File: src/assert_macros.svh
// Assertion macros shared by the line-sensor centroid RTL.
// Every macro expects a clock named clk and a reset named rst in scope.
`ifndef ASSERT_MACROS_SVH
`define ASSERT_MACROS_SVH

// Condition must hold at every clock edge outside reset.
`define ASSERT_ALWAYS(lbl, cond, msg) \
  lbl: assert property (@(posedge clk) disable iff (rst) (cond)) else $error(msg);

// When the antecedent holds, the consequent must hold in the same cycle.
`define ASSERT_IMPLIES(lbl, ante, cons, msg) \
  lbl: assert property (@(posedge clk) disable iff (rst) (ante) |-> (cons)) else $error(msg);

`endif

File: src/lsc_pkg.sv
// Package for the line-sensor centroid block: widths, register indexes and
// the item type that travels from the front end through the queue to the back end.
`timescale 1ns / 1ps

package lsc_pkg;

  localparam int MAX_SENSORS = 16;
  localparam int IDX_W       = $clog2(MAX_SENSORS);   // sensor index
  localparam int CNT_W       = IDX_W + 1;             // sensor count, 0..MAX
  localparam int SUM_W       = 7;                     // sum of indexes, up to 120
  localparam int NUM_W       = 12;                    // signed numerator of the mean
  localparam int MAG_W       = NUM_W - 1;             // its magnitude
  localparam int QUO_W       = 7;                     // quotient magnitude, up to 120
  localparam int MEAN_W      = 8;
  localparam int EDGE_W      = 4;
  localparam int CFG_IDX_W   = 2;
  localparam int CFG_DATA_W  = CNT_W;
  localparam int QDEPTH      = 2;

  // Configuration register indexes.
  localparam logic [CFG_IDX_W-1:0] REG_SENSOR_COUNT = 2'd0;
  localparam logic [CFG_IDX_W-1:0] REG_ACTIVE_LEVEL = 2'd1;

  localparam logic [CNT_W-1:0] COUNT_RESET = 5'd8;
  localparam logic             LEVEL_RESET = 1'b1;

  // Classified sample as produced by the front end.
  typedef struct packed {
    logic [MAX_SENSORS-1:0]  detect_map;
    logic [CNT_W-1:0]        hits;
    logic [SUM_W-1:0]        idx_sum;
    logic [IDX_W-1:0]        last_idx;     // sensor count minus one
    logic [EDGE_W-1:0]       left_edge;
    logic [EDGE_W-1:0]       right_edge;
  } lsc_item_t;

endpackage

File: src/lsc_front.sv
// Front end of the line-sensor centroid block: masks and classifies one sample.
// Depends on lsc_pkg.
`timescale 1ns / 1ps

module lsc_front
  import lsc_pkg::*;
(
  input  logic [MAX_SENSORS-1:0] pin_levels,
  input  logic [CNT_W-1:0]       sensor_count,
  input  logic                   active_level,
  output lsc_item_t              item
);

  logic [CNT_W-1:0]       n_eff;
  logic [MAX_SENSORS-1:0] map;
  logic [CNT_W-1:0]       hits;
  logic [SUM_W-1:0]       idx_sum;
  logic [IDX_W-1:0]       lo_idx;
  logic [IDX_W-1:0]       hi_idx;
  logic [IDX_W-1:0]       half;
  logic [MAX_SENSORS-1:0] bit_mask [IDX_W];

  // Counts above the array size saturate.
  assign n_eff = (sensor_count > CNT_W'(MAX_SENSORS)) ? CNT_W'(MAX_SENSORS) : sensor_count;
  assign half  = IDX_W'(n_eff >> 1);

  // A sensor sees the line when it is in use and its pin matches the polarity.
  always_comb begin
    for (int i = 0; i < MAX_SENSORS; i++) begin
      map[i] = (CNT_W'(i) < n_eff) && (pin_levels[i] == active_level);
    end
  end

  assign hits = CNT_W'($countones(map));

  // Sum of detected indexes, one population count per index bit.
  always_comb begin
    idx_sum = '0;
    for (int b = 0; b < IDX_W; b++) begin
      for (int i = 0; i < MAX_SENSORS; i++) begin
        bit_mask[b][i] = map[i] & ((i >> b) % 2 == 1);
      end
      idx_sum = idx_sum + (SUM_W'($countones(bit_mask[b])) << b);
    end
  end

  // Lowest and highest detected index.
  always_comb begin
    lo_idx = '0;
    hi_idx = '0;
    for (int i = MAX_SENSORS - 1; i >= 0; i--) begin
      if (map[i]) lo_idx = IDX_W'(i);
    end
    for (int i = 0; i < MAX_SENSORS; i++) begin
      if (map[i]) hi_idx = IDX_W'(i);
    end
  end

  always_comb begin
    item.detect_map = map;
    item.hits       = hits;
    item.idx_sum    = idx_sum;
    item.last_idx   = IDX_W'(n_eff - CNT_W'(1));
    if (hits != '0) begin
      item.left_edge  = EDGE_W'(lo_idx - half);
      item.right_edge = EDGE_W'(hi_idx - half);
    end else begin
      item.left_edge  = '0;
      item.right_edge = '0;
    end
  end

endmodule

File: src/lsc_queue.sv
// Short item queue between the front end and the back end of the block.
// Depends on lsc_pkg and assert_macros.svh.
`timescale 1ns / 1ps
`include "assert_macros.svh"

module lsc_queue
  import lsc_pkg::*;
(
  input  logic      clk,
  input  logic      rst,
  input  logic      push_valid,
  output logic      push_ready,
  input  lsc_item_t push_item,
  output logic      pop_valid,
  input  logic      pop_ready,
  output lsc_item_t pop_item
);

  localparam int PTR_W = (QDEPTH > 1) ? $clog2(QDEPTH) : 1;
  localparam logic [PTR_W:0]   QFULL    = (PTR_W+1)'(QDEPTH);
  localparam logic [PTR_W-1:0] LAST_PTR = PTR_W'(QDEPTH - 1);

  lsc_item_t        slots [QDEPTH];
  logic [PTR_W-1:0] wr_ptr;
  logic [PTR_W-1:0] rd_ptr;
  logic [PTR_W:0]   count;
  logic             push;
  logic             pop;

  assign push_ready = (count != QFULL);
  assign pop_valid  = (count != '0);
  assign pop_item   = slots[rd_ptr];
  assign push       = push_valid && push_ready;
  assign pop        = pop_valid && pop_ready;

  // Item storage.
  always_ff @(posedge clk) begin
    if (push) slots[wr_ptr] <= push_item;
  end

  // Pointers and fill count.
  always_ff @(posedge clk) begin
    if (rst) begin
      wr_ptr <= '0;
      rd_ptr <= '0;
      count  <= '0;
    end else begin
      if (push) wr_ptr <= (wr_ptr == LAST_PTR) ? '0 : wr_ptr + PTR_W'(1);
      if (pop)  rd_ptr <= (rd_ptr == LAST_PTR) ? '0 : rd_ptr + PTR_W'(1);
      count <= count + (PTR_W+1)'(push) - (PTR_W+1)'(pop);
    end
  end

  `ASSERT_ALWAYS(a_count_bound, count <= QFULL, "queue fill count beyond depth")

endmodule

File: src/lsc_back.sv
// Back end of the line-sensor centroid block: forms the mean numerator and
// divides it by the hit count in a pipelined restoring divider.
// Depends on lsc_pkg and assert_macros.svh.
`timescale 1ns / 1ps
`include "assert_macros.svh"

module lsc_back
  import lsc_pkg::*;
(
  input  logic                     clk,
  input  logic                     rst,
  input  logic                     in_valid,
  output logic                     in_ready,
  input  lsc_item_t                item,
  output logic                     out_valid,
  input  logic                     out_ready,
  output logic [MAX_SENSORS-1:0]   detect_map,
  output logic                     line_seen,
  output logic signed [MEAN_W-1:0] mean_offset,
  output logic signed [EDGE_W-1:0] left_edge,
  output logic signed [EDGE_W-1:0] right_edge
);

  // Setup stage plus four divider stages of two quotient bits each, but the last gives one bit.
  localparam int STAGES = 5;

  typedef struct packed {
    logic [MAX_SENSORS-1:0] detect_map;
    logic                   seen;
    logic [EDGE_W-1:0]      left_edge;
    logic [EDGE_W-1:0]      right_edge;
    logic                   neg;
    logic [CNT_W-1:0]       divisor;
    logic [MAG_W-1:0]       rem;
    logic [QUO_W-1:0]       quo;
    logic [MEAN_W-1:0]      mean;
  } stage_t;

  stage_t            st      [STAGES];
  stage_t            st_next [STAGES];
  logic [STAGES-1:0] vld;
  logic              adv;

  // The whole pipe moves unless a finished item waits at the output.
  assign adv      = !vld[STAGES-1] || out_ready;
  assign in_ready = adv;

  // Setup: signed numerator 16*sum - 8*k*(n-1), split into sign and magnitude.
  always_comb begin
    logic [8:0]              prod;
    logic signed [NUM_W-1:0] num;
    prod = 9'(item.hits) * 9'(item.last_idx);
    num  = $signed(NUM_W'({item.idx_sum, 4'b0000})) - $signed(NUM_W'({prod, 3'b000}));
    st_next[0].detect_map = item.detect_map;
    st_next[0].seen       = (item.hits != '0);
    st_next[0].left_edge  = item.left_edge;
    st_next[0].right_edge = item.right_edge;
    st_next[0].neg        = num[NUM_W-1];
    st_next[0].divisor    = item.hits;
    st_next[0].rem        = num[NUM_W-1] ? MAG_W'(-num) : MAG_W'(num);
    st_next[0].quo        = '0;
    st_next[0].mean       = '0;
  end

  // Divider stages: quotient bits are produced most significant first.
  for (genvar s = 1; s < STAGES; s++) begin : g_div
    localparam int B0  = QUO_W + 1 - 2 * s;
    localparam int B1  = QUO_W - 2 * s;
    localparam int B1S = (B1 >= 0) ? B1 : 0;

    always_comb begin
      logic [MAG_W:0] dsh;
      stage_t         cur;
      cur = st[s-1];
      if (B0 >= 0) begin
        dsh = (MAG_W+1)'(cur.divisor) << B0;
        if ({1'b0, cur.rem} >= dsh) begin
          cur.rem = cur.rem - MAG_W'(dsh);
          cur.quo = {cur.quo[QUO_W-2:0], 1'b1};
        end else begin
          cur.quo = {cur.quo[QUO_W-2:0], 1'b0};
        end
      end
      if (B1 >= 0) begin
        dsh = (MAG_W+1)'(cur.divisor) << B1S;
        if ({1'b0, cur.rem} >= dsh) begin
          cur.rem = cur.rem - MAG_W'(dsh);
          cur.quo = {cur.quo[QUO_W-2:0], 1'b1};
        end else begin
          cur.quo = {cur.quo[QUO_W-2:0], 1'b0};
        end
      end
      // Signed mean, truncated toward zero; nothing detected gives zero.
      if (!cur.seen) begin
        cur.mean = '0;
      end else if (cur.neg) begin
        cur.mean = MEAN_W'(-{1'b0, cur.quo});
      end else begin
        cur.mean = MEAN_W'({1'b0, cur.quo});
      end
      st_next[s] = cur;
    end
  end

  // Stage payload.
  always_ff @(posedge clk) begin
    if (adv) begin
      for (int s = 0; s < STAGES; s++) st[s] <= st_next[s];
    end
  end

  // Stage valid bits.
  always_ff @(posedge clk) begin
    if (rst) begin
      vld <= '0;
    end else if (adv) begin
      vld <= {vld[STAGES-2:0], in_valid};
    end
  end

  assign out_valid   = vld[STAGES-1];
  assign detect_map  = st[STAGES-1].detect_map;
  assign line_seen   = st[STAGES-1].seen;
  assign mean_offset = $signed(st[STAGES-1].mean);
  assign left_edge   = $signed(st[STAGES-1].left_edge);
  assign right_edge  = $signed(st[STAGES-1].right_edge);

  `ASSERT_IMPLIES(a_stall_holds_input, out_valid && !out_ready, !in_ready, "item taken during stall")
  `ASSERT_IMPLIES(a_empty_result, out_valid && !line_seen, mean_offset == '0 && left_edge == '0 && right_edge == '0, "nonzero result with no detection")

endmodule

File: src/line_sensor_centroid_top.sv
// Line-sensor centroid: items go from the queue through a setup stage and the divider stages.
// One item per cycle while the output is not stalled, set by the four-stage divider pipeline.
// A stalled output holds the whole back end; the two-entry queue then absorbs input items.
// Reset (synchronous, active high) sets sensor_count to 8 and active_level to 1,
// and empties the queue and the pipeline.
`timescale 1ns / 1ps
`include "assert_macros.svh"

module line_sensor_centroid_top
  import lsc_pkg::*;
(
  input  logic                     clk,
  input  logic                     rst,
  input  logic                     cfg_we,
  input  logic [CFG_IDX_W-1:0]     cfg_index,
  input  logic [CFG_DATA_W-1:0]    cfg_data,
  input  logic                     in_valid,
  output logic                     in_ready,
  input  logic [MAX_SENSORS-1:0]   pin_levels,
  output logic                     out_valid,
  input  logic                     out_ready,
  output logic [MAX_SENSORS-1:0]   detect_map,
  output logic                     line_seen,
  output logic signed [MEAN_W-1:0] mean_offset,
  output logic signed [EDGE_W-1:0] left_edge,
  output logic signed [EDGE_W-1:0] right_edge
);

  logic [CNT_W-1:0] sensor_count;
  logic             active_level;
  lsc_item_t        front_item;
  lsc_item_t        head_item;
  logic             head_valid;
  logic             head_ready;

  // Configuration registers; writes to unknown indexes are dropped.
  always_ff @(posedge clk) begin
    if (rst) begin
      sensor_count <= COUNT_RESET;
      active_level <= LEVEL_RESET;
    end else if (cfg_we) begin
      unique case (cfg_index)
        REG_SENSOR_COUNT: sensor_count <= cfg_data;
        REG_ACTIVE_LEVEL: active_level <= cfg_data[0];
        default: ;
      endcase
    end
  end

  lsc_front u_front (
    .pin_levels   (pin_levels),
    .sensor_count (sensor_count),
    .active_level (active_level),
    .item         (front_item)
  );

  lsc_queue u_queue (
    .clk        (clk),
    .rst        (rst),
    .push_valid (in_valid),
    .push_ready (in_ready),
    .push_item  (front_item),
    .pop_valid  (head_valid),
    .pop_ready  (head_ready),
    .pop_item   (head_item)
  );

  lsc_back u_back (
    .clk         (clk),
    .rst         (rst),
    .in_valid    (head_valid),
    .in_ready    (head_ready),
    .item        (head_item),
    .out_valid   (out_valid),
    .out_ready   (out_ready),
    .detect_map  (detect_map),
    .line_seen   (line_seen),
    .mean_offset (mean_offset),
    .left_edge   (left_edge),
    .right_edge  (right_edge)
  );

  `ASSERT_IMPLIES(a_seen_matches_map, out_valid, line_seen == (detect_map != '0), "line flag disagrees with map")

endmodule
File: config.mk
export PLATFORM = sky130hd
export DESIGN_NAME = line_sensor_centroid_top
export DESIGN_NICKNAME = d
export VERILOG_FILES = /design/src/lsc_pkg.sv /design/src/lsc_front.sv /design/src/lsc_queue.sv /design/src/lsc_back.sv /design/src/line_sensor_centroid_top.sv
export VERILOG_INCLUDE_DIRS = /design/src /design/src/src
export SDC_FILE = /design/constraint.sdc
export NUM_CORES = 1
export LEC_CHECK = 0
export BUFFER_PORTS_ARGS = -buffer_cell sky130_fd_sc_hd__buf_2
export CAP_MARGIN = 15
export CORE_MARGIN = 4
export CORE_UTILIZATION = 50
export CTS_BUF_LIST = sky130_fd_sc_hd__clkbuf_8
export CTS_CLUSTER_DIAMETER = 100
export DETAILED_ROUTE_END_ITERATION = 16
export PLACE_DENSITY = 0.67
export SETUP_SLACK_MARGIN = 0.5
export SLEW_MARGIN = 40
export SYNTH_ARGS = -nofsm -noshare
export SYNTH_HDL_FRONTEND = slang
export SYNTH_SLANG_ARGS = --single-unit
File: constraint.sdc
create_clock -name clk -period 10 [get_ports clk]
set_input_delay 1.5 -clock clk [delete_from_list [all_inputs] [get_ports clk]]
set_output_delay 1.5 -clock clk [all_outputs]
set_load 0.03 [all_outputs]
Word-level counts from Yosys, hierarchy flattened --
Memory sizes are Yosys's and may differ from the RTL's. A register that Yosys moved wholly into a read port is not among the register bits. Index checks and enable logic that the tools add are counted.
Operators by class: $add $sub $neg 49, multipliers 1, order comparisons 24, equality and inequality tests 18, mux-type cells 64, reductions and logical operators 26
Operators with widths (count):
- 4-bit two-way mux | 30
- 11-bit two-way mux | 8
- 8-bit two-way mux | 9
- 7-bit adder | 6
- 5-bit adder | 8
- 4-bit by 5-bit < comparator with 1-bit output (first input constant) | 8
- 7-bit negator with 8-bit output | 4
- 1-bit by 1-bit adder with 2-bit output | 12
- 3-bit by 5-bit < comparator with 1-bit output (first input constant) | 4
- 6-bit adder | 3
- 1-bit logical AND | 18
- 1-bit equality test | 16
- 1-bit two-way mux | 16
- 12-bit subtractor | 1
- 11-bit by 10-bit >= comparator with 1-bit output | 1
- 11-bit >= comparator | 1
- 11-bit by 5-bit >= comparator with 1-bit output | 1
- 11-bit by 6-bit >= comparator with 1-bit output | 1
- 11-bit by 7-bit >= comparator with 1-bit output | 1
- 11-bit by 8-bit >= comparator with 1-bit output | 1
- 11-bit by 9-bit >= comparator with 1-bit output | 1
- 11-bit negator | 1
- 11-bit by 10-bit subtractor with 11-bit output | 1
- 11-bit subtractor | 1
- other kinds (23) | 29
Word-level totals: bits in registers 15, memory bits (writable) 365, input bits 28, output and inout bits 35, word-level logic and storage cells 190, memories 2
Memory list:
- u_back.st | depth 5, width 57, rd ports 5, clocked after Yosys merged registers in 0, wr ports 5, line lsc_back.sv:39 | stage_t st [STAGES];
- u_queue.slots | depth 2, width 40, rd ports 1, clocked after Yosys merged registers in 1, wr ports 1, line lsc_queue.sv:23 | lsc_item_t slots [QDEPTH];

Depth between registers and ports, before layout --
depth after elaboration 22, depth in mapped cells 23, depth with buffers taken out 21

Hierarchy --
Synthesis repeated with hierarchy kept, for this count alone.
Second synthesis, totals: cell total of the unflattened synthesis 1144, area total of the unflattened synthesis 15534.9 um2
Modules (own cells, without submodules):
- lsc_back | times used 1, cells an instance 686, area an instance 9760.6 um2, sequential area each 6195.9 um2
- lsc_queue | times used 1, cells an instance 153, area an instance 3130.5 um2, sequential area each 2502.4 um2
- lsc_front | times used 1, cells an instance 278, area an instance 2368.5 um2, sequential area each 0.0 um2
- line_sensor_centroid_top | times used 1, cells an instance 27, area an instance 275.3 um2, sequential area each 120.1 um2

Worst setup path before layout --
Ideal clock, no wire load.
kind input port to flip-flop, from in out_ready, to reg u_queue.count[1], library setup time 128 ps, data arrival time 7476 ps, data required time 9872 ps, slack 2397 ps, stages on the path 10, buffers on the path 0, path through nor2b_1 -> inv_1 -> o21ai_0 -> inv_1 -> ha_1 -> inv_1 -> ha_1 -> xor2_1 -> xnor2_1 -> nor2_1
On the way: word-level cells in the longest chain between the ends 3
RTL lines:
- from (decl) | line line_sensor_centroid_top.sv:21 | input logic out_ready,
- 1-bit logical OR | line lsc_back.sv:45 | assign adv = !vld[STAGES-1] || out_ready;
- 1-bit logical AND | line lsc_queue.sv:34 | assign pop = pop_valid && pop_ready;
- via u_queue.pop | line lsc_queue.sv:28 | logic pop;
- 2-bit by 1-bit subtractor with 2-bit output | line lsc_queue.sv:50 | count <= count + (PTR_W+1)'(push) - (PTR_W+1)'(pop);
- to (signal assigned) | line lsc_queue.sv:50
- to (decl) | line lsc_queue.sv:26 | logic [PTR_W:0] count;
The timed path passes the listed nets, and every way through them passes these cells. A chain may end at the register's enable or synchronous reset.

==> results.md <==
| Result | Value |
| --- | --- |
| Area growth from synthesis to layout | 9.594% |
| Flip-flop and latch count after synthesis | 299 |
| First-pass GRT wire length | 43160 µm |
| Maximum clock skew at final layout | 25.84 ps |
| Total routed wirelength | 25360 µm |
| CTS H-tree lvls | 2 |
| Final Net Count | 1395 |
| Global routing usage summed across all routing layers | 15.65% |
| Remaining antenna violation count after routing | 0 |
| Clock buffer count from CTS | 50 |
| Vias per cell | 5.105 |
| Core utilization of the finished layout | 55.51% |
| Type of the worst setup path | in -> reg |
| DRC viols | 0 |
| Post-CTS clock slew at the launch and capture registers of the worst setup and hold paths | 60 ps |
| Source-to-sink clock delay at the later pin of the worst-skew pair | 560 ps |
| Startpoint kind of the worst setup timing path | primary input |
| Maximum number of pins on one net before global-route repair | 123 |
| TritonCTS clock tree | done |
| Class of the tightest hold or removal check | reg -> reg |
| Area enclosed by the die boundary | 33780 µm² |
| Core Footprint | 30510 µm² |
| Netlist Area Pre-Place | 15450 µm² |
| First drt pass iteration count | 4 |
| Standard-cell row count | 64 |
| Predominant post-synthesis flop cell | edfxtp_1 |
| Proportion of synthesized chip area in sequential cells | 57.06% |
| Setup violators final | 0 |
| Average detailed-routed wire length per instance | 15.25 µm |
| Crit end category | flop |
| # Post-CTS Setup Buffers | 0 |
| Share of synthesized flip-flops with an asynchronous set or reset | 0% |
| Max Root-Sink Buffers | 3 |
| Area share of the largest cell type after synthesis | 54.99% |
| Max-slew violation total from the final report | 0 |
| Warnings, synthesis | 0 |
| Die extent in x | 183.8 µm |
| Setup repair after global routing missed its margin | false |
| Synthesized net count | 1327 |
| Arrival time reported for the critical path endpoint | 7210 ps |
| Cell type with the largest total area after synthesis | edfxtp_1 |
| Max Cap Violations | 0 |
| Initial core utilization | 50.65% |
| Final Hold Violating Endpoints | 0 |
| Cell at the root of the clock tree | clkbuf_8 |
| Period minus WS final | 6934 ps |
| Total negative slack for setup checks | 0 ps |
| Slew at the pin with the worst max-slew slack | 790.1 ps |
| IO Count | 63 |
| Hold bufs inserted after CTS | 0 |
| Outcome | finished, final reports clean |
| Number of clock sinks seen by CTS | 299 |
| Share of the clock period used by the worst path after layout | 69.34% |
| Post-synthesis cell count | 1157 |
| Die height | 183.8 µm |
| Antenna violations before repair | 0 |
| Iteration-0 DRC count of the detailed router | 326 |
| Number of different library cells in the post-synthesis netlist | 74 |
| Vias post-DR | 8489 |
| Post-DP HPWL | 17830 µm |
| Required time reported for the critical path endpoint | 10270 ps |
| Maximum clock frequency | 144.2 MHz |
| Via count of the first global-routing pass | 8862 |
| Post-Syn Area per Cell | 13.36 µm² |
| Antenna fix cells | 0 |
| Ratio of cells with drive above 1 in the final layout | 16.18% |
| GRT Residual Overflow | 0 |
| Worst-path fanout max | 8 |
| Cell count after placement | 1569 |
| Number of enable flip-flop cells after synthesis | 283 |
| Number of buffers inserted by port buffering | 62 |
| Hold slack | 412.7 ps |
| Number of standard cells in the layout, taps in and fillers out | 1663 |
| Largest cells by area after synthesis | edfxtp_1 55%, ha_1 8.7%, fa_1 4.5%, mux2_2 3.4%, inv_1 3.1% |
| Normalized max-slew margin | 47.33% |
| Post-CTS Resized | 0 |
| Routability Congestion | 0.9030 |
-- per-stage QoR --
stage	cell area, µm²	setup slack, ps
3_5_place_dp	15980	2517
4_1_cts	16930	3121
2_1_floorplan	15450	2397
6_report	16940	3066
5_1_grt	16940	2718
3_3_place_gp	15970	2593
-- area by class of cell --
type                    count  area, µm²
clock inverters            43      245.2
repair buffers             67      351.6
multi-input cells         679       5828
flip-flops and latches    299       8821
inverters                 128      493.0
fillers                  2564      13570
well taps                 396      495.5
clock buffers              51      701.9
-- registers in the layout, indices dropped and copies added (netlist names), named ones only --
name and flops:
active_level 1, sensor_count 5, u_back.st 203, u_back.vld 5, u_queue.count 2, u_queue.rd_ptr 1, u_queue.slots 80, u_queue.wr_ptr 1
-- metal layers --
layer,track usage (%),part of all wire (%),up-vias
li1,-,-,4254
met5,0,0,-
met1,18.56,42,4063
met4,5.294,2.3,0
met2,28.65,52,128
met3,2.909,3.7,44
-- cells in the mapped netlist (9+ instances only) --
master	n
nand2_1	58
a21o_1	25
xor2_1	24
nand3_1	9
mux2_2	47
and2_1	16
nor2b_1	18
a21oi_1	47
o21ai_0	25
fa_1	35
inv_1	127
o21a_1	11
edfxtp_1	283
nand2b_1	11
ha_1	107
xnor2_1	54
mux2i_1	22
dfxtp_1	16
nor2_1	56
clkbuf_1	10
buf_4	34
-- worst max-delay path: stages --
cell	delay (ps)
buf_2	100
xor2_1	130
a21oi_1	560
ha_1	350
ha_1	190
fa_1	500
inv_1	80
fa_1	500
inv_1	40
ha_1	310
inv_1	80
fa_1	430
fa_1	540
inv_1	40
ha_1	210
fa_1	380
xor2_1	170
or4_1	410
nor2_1	500
nor2_1	150
-- logic make-up (layout without fill, tap and decap cells) --
| group | after synthesis | in the layout | share of synthesized area, % |
|---|---|---|---|
| buffers and inverters | 179 | 289 | 5.303 |
| XOR/XNOR | 79 | 79 | 4.526 |
| flip-flops | 299 | 299 | 57.06 |
| AO/OA/AOI/OAI | 158 | 158 | 6.923 |
| AND/OR/NAND/NOR | 225 | 225 | 7.603 |
| adder cells (fa/ha/maj) | 142 | 142 | 13.20 |
| multiplexers | 75 | 75 | 5.384 |
-- placed cells by master (no fill, tap or decap), types with 9 or more instances in the layout --
cell	Yosys	routed
xor2_1	24	24
nand2b_1	11	11
mux2_2	47	47
xnor2_1	54	54
a21o_1	25	25
buf_2	4	62
dfxtp_1	16	14
o21ai_0	25	25
a21oi_1	47	47
fa_1	35	35
nor2b_1	18	18
o21a_1	11	11
clkbuf_8	0	51
nand3_1	9	9
nand2_1	58	58
mux2i_1	22	22
edfxtp_1	283	283
nor2_1	56	55
ha_1	107	107
and2_1	16	16
inv_1	127	151
-- path summary, 6_finish.rpt --
path | startpoint | to | slack [ps] | depth (start not counted)
min reg2reg | u_back.st[0][104] | u_back.st[0][161] | 410 | 0
min | u_back.st[0][104] | u_back.st[0][161] | 410 | 0
max reg2reg | sensor_count[4] | u_queue.slots[0][3] | 3400 | 19
max | pin_levels[13] | u_queue.slots[0][3] | 3070 | 20
Power is left out: the tool's default activity adds up to more than one toggle a clock period on the data nets, which glitch-free logic cannot reach.
